File: src/rtl/core/bhsp_pkg.sv
// Package for the bitmap header shape parser: types, constants and the palette plan function.
`default_nettype none
package bhsp_pkg;

  // File layout offsets and header sizes
  localparam logic [31:0] OFS_HDR_LEN    = 32'd14;
  localparam logic [31:0] MIN_LEN        = 32'd18;
  localparam logic [31:0] CORE_MIN_LEN   = 32'd26;
  localparam logic [31:0] INFO_MIN_LEN   = 32'd50;
  localparam logic [31:0] CORE_HDR_LEN   = 32'd12;
  localparam logic [31:0] INFO_HDR_LEN   = 32'd40;
  localparam logic [32:0] CORE_PAL_START = 33'd26;
  localparam logic [31:0] SAT_OFFSET     = 32'hFFFF_FFFF;
  localparam logic [15:0] MAX_PAL_BPP    = 16'd8;

  // Compression kinds
  localparam logic [31:0] COMP_RGB       = 32'd0;
  localparam logic [31:0] COMP_RLE8      = 32'd1;
  localparam logic [31:0] COMP_BITFIELDS = 32'd3;

  // Bits per pixel of interest
  localparam logic [15:0] BPP_16 = 16'd16;
  localparam logic [15:0] BPP_24 = 16'd24;
  localparam logic [15:0] BPP_32 = 16'd32;

  // Channel counts
  localparam logic [2:0] CH_NONE = 3'd0;
  localparam logic [2:0] CH_GREY = 3'd1;
  localparam logic [2:0] CH_RGB  = 3'd3;
  localparam logic [2:0] CH_RGBA = 3'd4;

  // Status codes
  localparam logic [1:0] ST_OK        = 2'd0;
  localparam logic [1:0] ST_SHORT     = 2'd1;
  localparam logic [1:0] ST_BAD_HDR   = 2'd2;
  localparam logic [1:0] ST_PAL_TRUNC = 2'd3;

  typedef struct packed {
    logic [7:0] data_byte;
    logic       last_byte;
  } in_item_t;

  typedef struct packed {
    logic [31:0]        image_height;
    logic signed [31:0] image_width;
    logic [2:0]         channel_count;
    logic [1:0]         parse_status;
  } out_item_t;

  typedef struct packed {
    logic [31:0] header_length;
    logic [31:0] raw_width;
    logic [31:0] raw_height;
    logic [15:0] bits_per_pixel;
    logic [31:0] compression_kind;
    logic [31:0] palette_colours;
  } hdr_t;

  typedef struct packed {
    logic        ok;     // palette scan applies
    logic        esize4; // 4-byte entries, else 3-byte
    logic [32:0] start;  // first palette byte offset
    logic [33:0] stop;   // one past the last palette byte
  } plan_t;

  typedef struct packed {
    logic step;  // one byte processed this cycle
    logic clear; // byte was the last of the file: return to reset
  } ctl_t;

  function automatic plan_t pal_plan(input hdr_t h);
    plan_t       p;
    logic [8:0]  full;
    logic [31:0] n;
    logic [8:0]  count;
    logic [10:0] span;
    p     = '0;
    full  = 9'd1 << h.bits_per_pixel[3:0];
    n     = (h.palette_colours == 32'd0) ? {23'd0, full} : h.palette_colours;
    count = 9'd0;
    span  = 11'd0;
    if (h.bits_per_pixel <= MAX_PAL_BPP) begin
      if (h.header_length == CORE_HDR_LEN) begin
        count    = full;
        span     = {1'b0, count, 1'b0} + {2'd0, count};
        p.ok     = 1'b1;
        p.esize4 = 1'b0;
        p.start  = CORE_PAL_START;
        p.stop   = {1'b0, p.start} + {23'd0, span};
      end else if (h.header_length >= INFO_HDR_LEN && h.compression_kind <= COMP_RLE8
                   && n <= {23'd0, full}) begin
        count    = n[8:0];
        span     = {count, 2'b00};
        p.ok     = 1'b1;
        p.esize4 = 1'b1;
        p.start  = {1'b0, h.header_length} + {1'b0, OFS_HDR_LEN};
        p.stop   = {1'b0, p.start} + {23'd0, span};
      end
    end
    return p;
  endfunction

endpackage
`default_nettype wire

File: src/rtl/core/bhsp_hdr_capture.sv
// Byte offset counter and little-endian capture of the header fields.
`default_nettype none
module bhsp_hdr_capture
  import bhsp_pkg::*;
(
  input  wire logic        clk,
  input  wire logic        rst_n,
  input  wire ctl_t        ctl,
  input  wire logic [7:0]  data_byte,
  output logic      [31:0] offset,
  output hdr_t             hdr_cur,
  output hdr_t             hdr_nxt,
  output logic      [31:0] len_nxt
);

  logic [31:0] offset_r;
  logic [31:0] offset_nxt;
  hdr_t        hdr_r;
  logic [1:0]  k2;

  function automatic logic [31:0] put32(input logic [31:0] f, input logic [1:0] k,
                                        input logic [7:0] b);
    logic [31:0] r;
    r = f;
    r[8*k +: 8] = b;
    return r;
  endfunction

  function automatic logic [15:0] put16(input logic [15:0] f, input logic k,
                                        input logic [7:0] b);
    logic [15:0] r;
    r = f;
    r[8*k +: 8] = b;
    return r;
  endfunction

  // Fields starting at offsets 14, 18, 22, 30 and 46 all have low bits 2'b10
  assign k2 = offset_r[1:0] - 2'd2;

  always_comb begin
    hdr_nxt    = hdr_r;
    offset_nxt = offset_r;
    if (ctl.step && offset_r != SAT_OFFSET) begin
      offset_nxt = offset_r + 32'd1;
      if (offset_r >= 32'd14 && offset_r <= 32'd17) begin
        hdr_nxt.header_length = put32(hdr_r.header_length, k2, data_byte);
      end else if (offset_r >= MIN_LEN && hdr_r.header_length == CORE_HDR_LEN) begin
        if (offset_r <= 32'd19) begin
          hdr_nxt.raw_width = put32(hdr_r.raw_width, k2, data_byte);
        end else if (offset_r <= 32'd21) begin
          hdr_nxt.raw_height = put32(hdr_r.raw_height, offset_r[1:0], data_byte);
        end else if (offset_r >= 32'd24 && offset_r <= 32'd25) begin
          hdr_nxt.bits_per_pixel = put16(hdr_r.bits_per_pixel, offset_r[0], data_byte);
        end
      end else if (offset_r >= MIN_LEN) begin
        if (offset_r <= 32'd21) begin
          hdr_nxt.raw_width = put32(hdr_r.raw_width, k2, data_byte);
        end else if (offset_r <= 32'd25) begin
          hdr_nxt.raw_height = put32(hdr_r.raw_height, k2, data_byte);
        end else if (offset_r >= 32'd28 && offset_r <= 32'd29) begin
          hdr_nxt.bits_per_pixel = put16(hdr_r.bits_per_pixel, offset_r[0], data_byte);
        end else if (offset_r >= 32'd30 && offset_r <= 32'd33) begin
          hdr_nxt.compression_kind = put32(hdr_r.compression_kind, k2, data_byte);
        end else if (offset_r >= 32'd46 && offset_r <= 32'd49) begin
          hdr_nxt.palette_colours = put32(hdr_r.palette_colours, k2, data_byte);
        end
      end
    end
  end

  always_ff @(posedge clk) begin
    if (!rst_n || ctl.clear) begin
      offset_r <= '0;
      hdr_r    <= '0;
    end else begin
      offset_r <= offset_nxt;
      hdr_r    <= hdr_nxt;
    end
  end

  assign offset  = offset_r;
  assign hdr_cur = hdr_r;
  assign len_nxt = offset_nxt;

  // Drop all per-file state once the last byte is processed
  a_clear_zero: assert property (@(posedge clk) disable iff (!rst_n)
    ctl.clear |=> (offset_r == 32'd0 && hdr_r.header_length == 32'd0))
    else $error("offset not cleared after last byte");

  // Hold the offset once it saturates
  a_sat_hold: assert property (@(posedge clk) disable iff (!rst_n)
    (offset_r == SAT_OFFSET && !ctl.clear) |=> offset_r == SAT_OFFSET)
    else $error("saturated offset moved");

endmodule
`default_nettype wire

File: src/rtl/core/bhsp_pal_scan.sv
// Palette scan: tracks entry phase and flags any entry whose blue, green and red are not all equal.
`default_nettype none
module bhsp_pal_scan
  import bhsp_pkg::*;
(
  input  wire logic        clk,
  input  wire logic        rst_n,
  input  wire ctl_t        ctl,
  input  wire logic [7:0]  data_byte,
  input  wire logic [31:0] offset,
  input  wire hdr_t        hdr_cur,
  output logic             has_colour_nxt
);

  plan_t      plan;
  logic       in_pal;
  logic [1:0] phase_r;
  logic [1:0] phase_nxt;
  logic [7:0] blue_r;
  logic [7:0] blue_nxt;
  logic [7:0] green_r;
  logic [7:0] green_nxt;
  logic       has_r;
  logic [1:0] phase_last;

  // Header fields are complete before the palette starts, so the current
  // header gives the same plan as the one after this byte's capture.
  assign plan       = pal_plan(hdr_cur);
  assign phase_last = plan.esize4 ? 2'd3 : 2'd2;
  assign in_pal     = ctl.step && offset != SAT_OFFSET && plan.ok
                      && {1'b0, offset} >= plan.start
                      && {2'b00, offset} < plan.stop;

  always_comb begin
    phase_nxt      = phase_r;
    blue_nxt       = blue_r;
    green_nxt      = green_r;
    has_colour_nxt = has_r;
    if (in_pal) begin
      phase_nxt = (phase_r == phase_last) ? 2'd0 : phase_r + 2'd1;
      unique case (phase_r)
        2'd0: blue_nxt = data_byte;
        2'd1: green_nxt = data_byte;
        2'd2: begin
          if (blue_r != green_r || blue_r != data_byte) begin
            has_colour_nxt = 1'b1;
          end
        end
        default: ;
      endcase
    end
  end

  always_ff @(posedge clk) begin
    if (!rst_n || ctl.clear) begin
      phase_r <= '0;
      blue_r  <= '0;
      green_r <= '0;
      has_r   <= 1'b0;
    end else begin
      phase_r <= phase_nxt;
      blue_r  <= blue_nxt;
      green_r <= green_nxt;
      has_r   <= has_colour_nxt;
    end
  end

endmodule
`default_nettype wire

File: src/rtl/core/bhsp_result.sv
// Result evaluation at end of file and the output register.
`default_nettype none
module bhsp_result
  import bhsp_pkg::*;
(
  input  wire logic        clk,
  input  wire logic        rst_n,
  input  wire ctl_t        ctl,
  input  wire hdr_t        hdr_nxt,
  input  wire logic [31:0] len_nxt,
  input  wire logic        has_colour,
  output logic             slot_free,
  output logic             out_valid,
  input  wire logic        out_ready,
  output out_item_t        out_data
);

  plan_t     plan;
  logic      core;
  logic      info;
  out_item_t res;
  logic      out_valid_r;
  logic      out_valid_nxt;
  out_item_t out_data_r;

  assign plan = pal_plan(hdr_nxt);
  assign core = hdr_nxt.header_length == CORE_HDR_LEN && len_nxt >= CORE_MIN_LEN;
  assign info = hdr_nxt.header_length >= INFO_HDR_LEN && len_nxt >= INFO_MIN_LEN;

  always_comb begin
    res = '0;
    if (len_nxt < MIN_LEN) begin
      res.parse_status = ST_SHORT;
    end else if (!core && !info) begin
      res.parse_status = ST_BAD_HDR;
    end else begin
      res.parse_status = ST_OK;
      res.image_width  = hdr_nxt.raw_width;
      if (core || !hdr_nxt.raw_height[31]) begin
        res.image_height = hdr_nxt.raw_height;
      end else begin
        res.image_height = ~hdr_nxt.raw_height + 32'd1;
      end
      if (plan.ok) begin
        res.channel_count = has_colour ? CH_RGB : CH_GREY;
        if ({2'b00, len_nxt} < plan.stop) begin
          res.parse_status = ST_PAL_TRUNC;
        end
      end else if (core || hdr_nxt.compression_kind <= COMP_RLE8) begin
        if (hdr_nxt.bits_per_pixel == BPP_24) begin
          res.channel_count = CH_RGB;
        end else if (hdr_nxt.bits_per_pixel == BPP_32) begin
          res.channel_count = CH_RGBA;
        end
      end else if (hdr_nxt.compression_kind == COMP_BITFIELDS) begin
        if (hdr_nxt.bits_per_pixel == BPP_16) begin
          res.channel_count = CH_RGB;
        end else if (hdr_nxt.bits_per_pixel == BPP_32) begin
          res.channel_count = CH_RGBA;
        end
      end
    end
  end

  assign slot_free = !out_valid_r || out_ready;

  always_comb begin
    out_valid_nxt = out_valid_r && !out_ready;
    if (ctl.clear) begin
      out_valid_nxt = 1'b1;
    end
  end

  always_ff @(posedge clk) begin
    if (!rst_n) begin
      out_valid_r <= 1'b0;
    end else begin
      out_valid_r <= out_valid_nxt;
    end
  end

  always_ff @(posedge clk) begin
    if (ctl.clear) begin
      out_data_r <= res;
    end
  end

  assign out_valid = out_valid_r;
  assign out_data  = out_data_r;

  // A finished file must only be loaded into a free output slot
  a_load_free: assert property (@(posedge clk) disable iff (!rst_n)
    ctl.clear |-> slot_free)
    else $error("result loaded over a pending transfer");

endmodule
`default_nettype wire

File: src/rtl/core/bmp_header_shape_parser.sv
// Top level of the bitmap header shape parser: input register and stage wiring.
`default_nettype none
// Streams a bitmap file one byte per transfer (last_byte marks the end) and
// returns one result per file: absolute height, signed width, channel count
// and a status (ok, short file, unrecognized header, truncated palette).
// Both core (12-byte) and info (40 bytes or more) headers are understood;
// for 8 bits per pixel or fewer the palette, where the palette plan applies, is checked for non-grey entries.
// Throughput is one byte per cycle, save for the stall below: each byte is
// held in the input register and then folded into the header and palette
// registers as it leaves it, and the output register loads at that same edge,
// so a file's result is registered as its last byte leaves the input register.
// The only stall comes from the output register: when the last byte of a
// file reaches processing while the previous result is still pending, the
// input register holds until that result transfers. After the last byte all
// per-file state returns to reset, so the next file may follow at once.
// Offsets past 0xFFFFFFFE are not examined and the file length saturates.
module bmp_header_shape_parser
  import bhsp_pkg::*;
(
  input  wire logic      clk,
  input  wire logic      rst_n,
  input  wire logic      in_valid,
  output logic           in_ready,
  input  wire in_item_t  in_data,
  output logic           out_valid,
  input  wire logic      out_ready,
  output out_item_t      out_data
);

  logic        s1_valid_r;
  logic        s1_valid_nxt;
  in_item_t    s1_item_r;
  logic        s1_go;
  logic        slot_free;
  ctl_t        ctl;
  logic [31:0] offset;
  hdr_t        hdr_cur;
  hdr_t        hdr_nxt;
  logic [31:0] len_nxt;
  logic        has_colour_nxt;

  // Advance the held byte unless it ends a file and the output slot is busy
  assign s1_go     = s1_valid_r && (!s1_item_r.last_byte || slot_free);
  assign in_ready  = !s1_valid_r || s1_go;
  assign ctl.step  = s1_go;
  assign ctl.clear = s1_go && s1_item_r.last_byte;

  always_comb begin
    s1_valid_nxt = s1_valid_r && !s1_go;
    if (in_valid && in_ready) begin
      s1_valid_nxt = 1'b1;
    end
  end

  always_ff @(posedge clk) begin
    if (!rst_n) begin
      s1_valid_r <= 1'b0;
    end else begin
      s1_valid_r <= s1_valid_nxt;
    end
  end

  // Capture payload on every input transfer
  always_ff @(posedge clk) begin
    if (in_valid && in_ready) begin
      s1_item_r <= in_data;
    end
  end

  bhsp_hdr_capture u_hdr (
    .clk       (clk),
    .rst_n     (rst_n),
    .ctl       (ctl),
    .data_byte (s1_item_r.data_byte),
    .offset    (offset),
    .hdr_cur   (hdr_cur),
    .hdr_nxt   (hdr_nxt),
    .len_nxt   (len_nxt)
  );

  bhsp_pal_scan u_pal (
    .clk            (clk),
    .rst_n          (rst_n),
    .ctl            (ctl),
    .data_byte      (s1_item_r.data_byte),
    .offset         (offset),
    .hdr_cur        (hdr_cur),
    .has_colour_nxt (has_colour_nxt)
  );

  bhsp_result u_res (
    .clk        (clk),
    .rst_n      (rst_n),
    .ctl        (ctl),
    .hdr_nxt    (hdr_nxt),
    .len_nxt    (len_nxt),
    .has_colour (has_colour_nxt),
    .slot_free  (slot_free),
    .out_valid  (out_valid),
    .out_ready  (out_ready),
    .out_data   (out_data)
  );

  // A held last byte blocked by a busy output must still be there next cycle
  a_hold_last: assert property (@(posedge clk) disable iff (!rst_n)
    (s1_valid_r && s1_item_r.last_byte && !slot_free)
      |=> (s1_valid_r && s1_item_r.last_byte))
    else $error("blocked last byte was lost");

endmodule
`default_nettype wire
File: config.mk
export PLATFORM = sky130hd
export DESIGN_NAME = bmp_header_shape_parser
export DESIGN_NICKNAME = d
export VERILOG_FILES = /design/src/rtl/core/bhsp_pkg.sv /design/src/rtl/core/bhsp_hdr_capture.sv /design/src/rtl/core/bhsp_pal_scan.sv /design/src/rtl/core/bhsp_result.sv /design/src/rtl/core/bmp_header_shape_parser.sv
export SDC_FILE = /design/constraint.sdc
export NUM_CORES = 1
export LEC_CHECK = 0
export BUFFER_PORTS_ARGS = -buffer_cell sky130_fd_sc_hd__buf_2
export CAP_MARGIN = 30
export CORE_MARGIN = 4
export CORE_UTILIZATION = 25
export DETAILED_ROUTE_END_ITERATION = 8
export PLACE_DENSITY = 0.49
export SKIP_LAST_GASP = 1
export SYNTH_ARGS = -nofsm -noshare
export SYNTH_HDL_FRONTEND = slang
export SYNTH_HIERARCHICAL = 1
export SYNTH_SLANG_ARGS = --single-unit
File: constraint.sdc
create_clock -name clk -period 9.35 [get_ports clk]
set_clock_uncertainty 0.05 [all_clocks]
set_input_delay 0.4675 -clock clk [delete_from_list [all_inputs] [get_ports clk]]
set_output_delay 0.4675 -clock clk [all_outputs]
set_load 0.005 [all_outputs]
==> results of run 1 <==
[worst max-delay path by stage]
| stage | from | to | slack (ns) | cells after the start |
|---|---|---|---|---|
| final | u_hdr/offset[6] | u_res/out_data[1] | 0.77 | 32 |
| after global routing | u_hdr/offset[1] | u_res/out_data[1] | 0.17 | 33 |
| after CTS | u_hdr/offset[7] | u_res/out_data[1] | 0.68 | 32 |
| after detailed placement | out_ready | u_res/out_data[1] | 0.49 | 34 |
| after global placement | out_ready | u_res/out_data[1] | 0.59 | 34 |
| after floorplan | u_hdr/offset[1] | u_res/out_data[1] | 2.15 | 35 |
[kinds of logic (layout without fill, tap and decap cells)]
group | count (synthesis) | count (layout) | synth area share
AOI/OAI and AO/OA | 544 | 544 | 0.159
xor gates and xnor gates | 161 | 161 | 0.0612
adders and majority gates | 175 | 175 | 0.0958
buffers and inverters | 211 | 295 | 0.0384
DFF | 307 | 307 | 0.299
muxes | 70 | 70 | 0.0327
other | 0 | 2 | 0
and+or+nand+nor | 1352 | 1352 | 0.314
[cells in the final DEF, fill, tap and decap left out, types with 84 or more instances in the layout]
master,n
nand2_1,412
dfxtp_1,229
a21oi_1,181
ha_1,171
nor2_1,158
nand4_1,110
nand3_1,103
and2_1,94
o21ai_0,90
inv_1,84
nor4_1,84
[through the flow]
stage	std cells	worst slack (ns)	total power (µW)
2_1_floorplan	2820	2.15	1490
3_3_place_gp	4062	0.590	1550
3_5_place_dp	4063	0.487	1560
4_1_cts	4143	0.683	3100
5_1_grt	4147	0.170	3160
6_report	4149	0.772	3060
[worst max-delay path, delay by kind of cell (launching register included)]
family	cells	cell delay, ns
AO/OA/AOI/OAI	12	2.70
AND/OR/NAND/NOR	14	4.05
buffers and inverters	2	0.15
flip-flops	1	0.53
XOR/XNOR	1	0.17
adder cells (fa/ha/maj)	3	0.77
[metal layers]
metal | wire length, µm | global-route usage | vias up
met5 | 0 | 0 | -
met4 | 2640 | 0.0521 | 0
met3 | 3630 | 0.0168 | 118
met2 | 37200 | 0.267 | 502
met1 | 38600 | 0.223 | 10200
li1 | - | - | 10400
[report_power, final]
part / switching [µW] / total (µW) / internal [µW] / leakage [µW]
clock: 637 / 1530 / 895 / 0.000621
sequential: 11.6 / 1380 / 1370 / 0.00256
combinational: 113 / 150 / 36.9 / 0.00729
[area by class of cell]
cell class                      instances  area [µm²]  share of cell area
Antenna cell                            2        5.00            0.000190
Multi-Input combinational cell       2302       15400               0.583
Clock buffer                           52        1070              0.0405
Tap cell                             1243        1560              0.0590
Clock inverter                         20         220             0.00835
Inverter                               85         319              0.0121
Timing Repair Buffer                  138         893              0.0339
Sequential cell                       307        6930               0.263
[synthesized netlist by cell type, types with 9 or more instances]
| library cell | number | share of area |
|---|---|---|
| o21a_1 | 9 | 0.0029 |
| and2_1 | 94 | 0.025 |
| edfxtp_1 | 78 | 0.10 |
| inv_1 | 84 | 0.014 |
| buf_1 | 9 | 0.0015 |
| mux2_2 | 45 | 0.022 |
| nand4_1 | 110 | 0.030 |
| or2_2 | 70 | 0.019 |
| a31oi_1 | 9 | 0.0024 |
| and4_1 | 23 | 0.0087 |
| or3_1 | 21 | 0.0057 |
| dfxtp_1 | 229 | 0.20 |
| a22o_1 | 12 | 0.0045 |
| nand2_1 | 412 | 0.067 |
| a21oi_1 | 182 | 0.039 |
| or2_1 | 9 | 0.0024 |
| nor2b_1 | 59 | 0.016 |
| nand2b_1 | 31 | 0.0084 |
| o22ai_1 | 11 | 0.0030 |
| or4_1 | 9 | 0.0029 |
| nor2_1 | 158 | 0.026 |
| o2bb2ai_1 | 25 | 0.0095 |
| xnor2_1 | 83 | 0.031 |
| buf_2 | 26 | 0.0056 |
| mux2i_1 | 25 | 0.011 |
| nor4_1 | 84 | 0.023 |
| ha_1 | 171 | 0.092 |
| o211ai_1 | 35 | 0.011 |
| a21o_1 | 32 | 0.010 |
| o21bai_1 | 9 | 0.0029 |
| and3_1 | 24 | 0.0065 |
| o31ai_1 | 21 | 0.0068 |
| nand3_1 | 103 | 0.022 |
| clkbuf_1 | 80 | 0.013 |
| o21ai_0 | 90 | 0.019 |
| a211oi_1 | 11 | 0.0036 |
| xor2_1 | 77 | 0.029 |
| nor3_1 | 71 | 0.015 |
| nand3b_1 | 10 | 0.0032 |
[timing repair]
item / CTS / global route
hold buffers: 8 / 0
endpoints found under the hold margin: 8 / 0
endpoints found under the setup margin: 0 / 2
buffers inserted: 0 / 4
[sequential cells by signal (all words and copies together), names as in the netlist]
name             flops
s1_item_r            9
u_res/out_data      69
u_pal/has_r          1
u_pal/blue_r         8
u_hdr/hdr_cur      176
u_hdr/offset        32
u_pal/green_r        8
s1_valid_r           1
u_pal/phase_r        2
u_res/out_valid      1
==> results.py, run 1 <==
metrics = {
    "run_status": {
        "outcome": "finished clean",
    },
    "synth": {
        "yosys_warnings": 6,
        "avgSynthCellArea_um2": 8.21,
        "seq_area_frac_synth": 0.299,
        "ys_ff_latch": 307,
        "ys_dominant_reg_cell": "dfxtp_1",
        "synthCells": 2820,
        "syn_area_um2": 23200,
        "syn-num-nets": 3008,
        "async_flop_share": 0,
        "post_synth_num_cell_types": 115,
        "synth_edf_count": 78,
    },
    "final_layout": {
        "drive_gt1_frac": 0.133,
        "final_util": 0.287,
        "syn_to_final_growth_pct": 13.9,
        "fill_cells": 9843,
        "final_cell_area_um2": 26400,
        "num-nets-final": 3061,
    },
    "floorplanning": {
        "io-pin-count": 84,
        "die-area_um2": 97600,
        "rows": 111,
        "core_um2": 91800,
        "dieHeight_um": 312,
        "start_util": 0.252,
        "die_width_um": 312,
    },
    "placement": {
        "port_buffers": 83,
        "hpwl_um": 64100,
        "place_congestion": 0.907,
        "dpl_cell_area_um2": 24900,
    },
    "critical_path": {
        "slowest_delay_ns": 0.70,
        "critPathLaunchType": "flop",
        "r2r_slack_ns": 0.77,
        "cp-end-kind": "flop",
        "crit_type": "flop to flop",
        "r2r_end": "u_res/out_data[1]",
        "rr_worst_depth": 32,
        "cp_slowest_cell": "or4_1",
        "path_max_fanout": 14,
        "critPathRequiredTime_ns": 9.72,
        "r2r_start": "u_hdr/offset[6]",
        "worst_ep_arrival_time_ns": 8.95,
        "cpMostUsedCell": "o21ai_0",
    },
    "clock_network": {
        "cts_root_buffer": "clkbuf_16",
        "htree_levels": 2,
        "cts_buffers": 39,
        "cts_sinks": 307,
        "clk_latency_ns": 0.58,
        "clk_path_buf_depth": 3,
        "cts_resized": 0,
        "clkSlewWorstSetupHoldPaths_ns": 0.06,
        "tritoncts": "built",
    },
    "grt": {
        "grt_pass1_vias": 20300,
        "grtUsageTotal": 0.162,
        "grt_pass1_wl_um": 125000,
        "antenna_found_initial": 1,
        "gr-total-overflow": 0,
        "grt_max_degree": 65,
    },
    "sta": {
        "fmaxAchievable_ghz": 0.117,
        "fin_setup_tns_ns": 0,
        "hold_violations": 0,
        "setup_violations": 0,
        "rsz0062_at_grt": "no",
        "fin_crit_sh": 0.917,
        "max_slew_margin": 0.324,
        "maxSlewViolCount": 0,
        "fin_crit_ns": 8.58,
        "tightest_slew_ns": 1.01,
        "hold_ws_ns": 0.0532,
    },
    "route": {
        "drt-initial-drc-count": 1637,
        "drt-total-wl_um": 82100,
        "ant_nets": 0,
        "viasPerCell": 5.11,
        "wl_per_cell_um": 19.8,
        "drc": 0,
        "dr_total_vias": 21200,
        "drt_first_pass_iters": 5,
    },
    "min_path": {
        "worstHoldEndpoint": "s1_item_r[0]",
        "hp-start": "in_data[0]",
        "worstHoldPathType": "input pin to flop",
        "holdPathStages": 1,
    },
    "power": {
        "p_per_area_nw_per_um2": 116,
        "ir_worst_vdd_mv": 0.147,
        "p_leak_uw": 0.0105,
    },
    "job": {
        "maxCapViolations": 0,
    },
}
Power figures use the tool's default switching activity.
==> inputs of run 2 (changes only) <==
--- a/config.mk
+++ b/config.mk
@@ -5,6 +5,7 @@
 export SDC_FILE = /design/constraint.sdc
 export NUM_CORES = 1
 export LEC_CHECK = 0
+export ABC_AREA = 1
 export BUFFER_PORTS_ARGS = -buffer_cell sky130_fd_sc_hd__buf_2
 export CAP_MARGIN = 30
 export CORE_MARGIN = 4
==> run 2 against run 1 <==
First-iteration DRC count up 35%; wire length up 17%; count of clock-buffer cells in the layout unchanged; final cell count up 38%; utilization down 0.38 points; total power up 0.39%; largest power group unchanged.
==> results.py, run 2 <==
metrics = {
    "clock_network": {
        "tritoncts": "built",
        "cts_buffers": 39,
        "clk_path_buf_depth": 3,
        "clkSlewWorstSetupHoldPaths_ns": 0.06,
        "htree_levels": 2,
        "cts_resized": 0,
        "clk_latency_ns": 0.57,
        "cts_hold_buf": 4,
        "post-cts-setup-buffers": 0,
        "cts_sinks": 307,
        "cts_root_buffer": "clkbuf_16",
    },
    "power": {
        "p_per_area_nw_per_um2": 104,
        "p_leak_uw": 0.0142,
        "total_power_uw": 3070,
        "ir_worst_vdd_mv": 0.109,
    },
    "critical_path": {
        "crit_type": "flop to flop",
        "path_max_fanout": 43,
        "slowest_delay_ns": 0.54,
        "cp-end-kind": "flop",
        "critPathLaunchType": "flop",
        "r2r_slack_ns": 1.08,
        "r2r_end": "u_res/out_data[0]",
        "cp_slowest_cell": "inv_2",
        "critPathRequiredTime_ns": 9.60,
        "worst_ep_arrival_time_ns": 8.52,
        "rr_worst_depth": 42,
        "cpMostUsedCell": "nand2_1",
        "r2r_start": "u_hdr/offset[1]",
    },
    "placement": {
        "port_buffers": 83,
        "dp_cells": 5649,
        "place_congestion": 0.949,
        "dpl_cell_area_um2": 28100,
        "hpwl_um": 76300,
    },
    "synth": {
        "synth_edf_count": 78,
        "ys_dominant_reg_cell": "dfxtp_1",
        "syn-num-nets": 4452,
        "synthTopCellsByArea": "dfxtp_1 17%, nand2_1 17%, nor2_1 9.6%",
        "avgSynthCellArea_um2": 6.15,
        "syn_area_um2": 26200,
        "ys_ff_latch": 307,
        "yosysMostFrequentCell": "nand2_1",
        "synthCells": 4264,
        "synthTopCellsByCount": "1166 x nand2_1, 673 x nor2_1, 666 x inv_1, 229 x dfxtp_1, 223 x a21oi_1",
        "synth_top_area_frac": 0.175,
        "async_flop_share": 0,
        "seq_area_frac_synth": 0.264,
        "post_synth_num_cell_types": 68,
        "yosys_warnings": 6,
        "yosysTopAreaCell": "dfxtp_1",
    },
    "run_status": {
        "outcome": "finished clean",
    },
    "route": {
        "drt_first_pass_iters": 7,
        "dr_total_vias": 26500,
        "viasPerCell": 4.63,
        "drc": 0,
        "ant_nets": 0,
        "wl_per_cell_um": 16.8,
        "drt-total-wl_um": 96200,
        "drt-initial-drc-count": 2203,
    },
    "min_path": {
        "hp-start": "in_data[1]",
        "worstHoldEndpoint": "s1_item_r[1]",
        "worstHoldPathType": "input pin to flop",
        "holdPathStages": 1,
    },
    "sta": {
        "maxSlewViolCount": 0,
        "hold_violations": 0,
        "setup_violations": 0,
        "fin_crit_ns": 8.27,
        "tightest_slew_ns": 1.01,
        "fmaxAchievable_ghz": 0.121,
        "max_slew_margin": 0.325,
        "rsz0062_at_grt": "no",
        "fin_crit_sh": 0.884,
        "fin_setup_tns_ns": 0,
    },
    "floorplanning": {
        "rows": 118,
        "die-area_um2": 110000,
        "core_um2": 104000,
        "start_util": 0.253,
        "die_width_um": 332,
        "dieHeight_um": 332,
        "io-pin-count": 84,
    },
    "grt": {
        "antenna_found_initial": 0,
        "grt_pass1_wl_um": 148000,
        "grtUsageTotal": 0.169,
        "grt_pass1_vias": 25100,
        "grt_busiest_layer": "met2",
        "globalRouteMet3Util": 0.0235,
        "gr-total-overflow": 0,
        "grt_max_degree": 62,
        "grt_use_met1": 0.228,
        "grtUsageMet2": 0.281,
    },
    "final_layout": {
        "final_util": 0.284,
        "final_cell_mix": "1165 x nand2_1, 672 x nor2_1, 665 x inv_1",
        "fill_cells": 11800,
        "largest_reg_flops": 176,
        "num-nets-final": 4503,
        "n_antenna_cell": 0,
        "drive_gt1_frac": 0.0794,
        "final_common_cell": "nand2_1",
        "final_cell_area_um2": 29400,
        "syn_to_final_growth_pct": 12.2,
        "fin_cells": 5723,
    },
    "job": {
        "maxCapViolations": 0,
    },
}
run 2: kinds of logic (layout without fill, tap and decap cells):
logic type                 after synthesis  after routing  share of synthesized area
adders and majority gates              175            175                     0.0847
xor gates and xnor gates                65             65                     0.0223
AOI/OAI and AO/OA                      459            459                     0.0982
buffers and inverters                  806            885                      0.121
DFF                                    307            307                      0.264
and+or+nand+nor                       2452           2452                      0.410
run 2: critical path: cells and delay by family (launching register included):
kind                       cells  cell delay (ns)
AOI/OAI and AO/OA              7             1.12
adders and majority gates      3             0.97
buffers and inverters          5             1.39
DFF                            1             0.48
and+or+nand+nor               27             3.96
run 2: final cells by class:
type                       instances  area, µm²  area share
clock buffer                      52       1140      0.0386
inverter                         692       2600      0.0883
multi-input combinational       3151      16100       0.548
tap                             1380       1730      0.0587
sequential                       307       6930       0.235
timing repair buffer             124        773      0.0263
clock inverter                    17        131     0.00446
run 2: how the worst max path moves through the flow:
stage                          startpoint                end  slack [ns]  depth (start not counted)
after floorplan           u_hdr/offset[0]  u_res/out_data[1]        2.63                         46
after global placement    u_hdr/offset[1]  u_res/out_data[0]        1.49                         42
after detailed placement  u_hdr/offset[1]  u_res/out_data[0]        1.32                         42
after CTS                 u_hdr/offset[1]  u_res/out_data[0]        1.30                         42
after global routing      u_hdr/offset[1]  u_res/out_data[0]        0.31                         43
final                     u_hdr/offset[1]  u_res/out_data[0]        1.08                         42
run 2: power breakdown:
| group | total (µW) | leakage [µW] | switching (µW) | internal (µW) |
|---|---|---|---|---|
| Combinational | 184 | 0.0110 | 146 | 37.5 |
| Clock | 1510 | 0.000629 | 630 | 883 |
| Sequential | 1380 | 0.00258 | 9.17 | 1370 |
| Total | 3070 | 0.0142 | 785 | 2290 |
run 2: through the flow:
stage | hold WS (ns) | setup WS, ns
final | 0.0386 | 1.08
after global placement | 0.406 | 1.49
after detailed placement | 0.406 | 1.32
after global routing | 0.0127 | 0.314
after CTS | 0.000435 | 1.30
after floorplan | 0.393 | 2.63
run 2: layer usage:
metal / up-vias / wire length, µm
li1: 13700 / -
met1: 12000 / 44500
met2: 641 / 43200
met3: 134 / 5350
met4: 0 / 3110
met5: - / 0
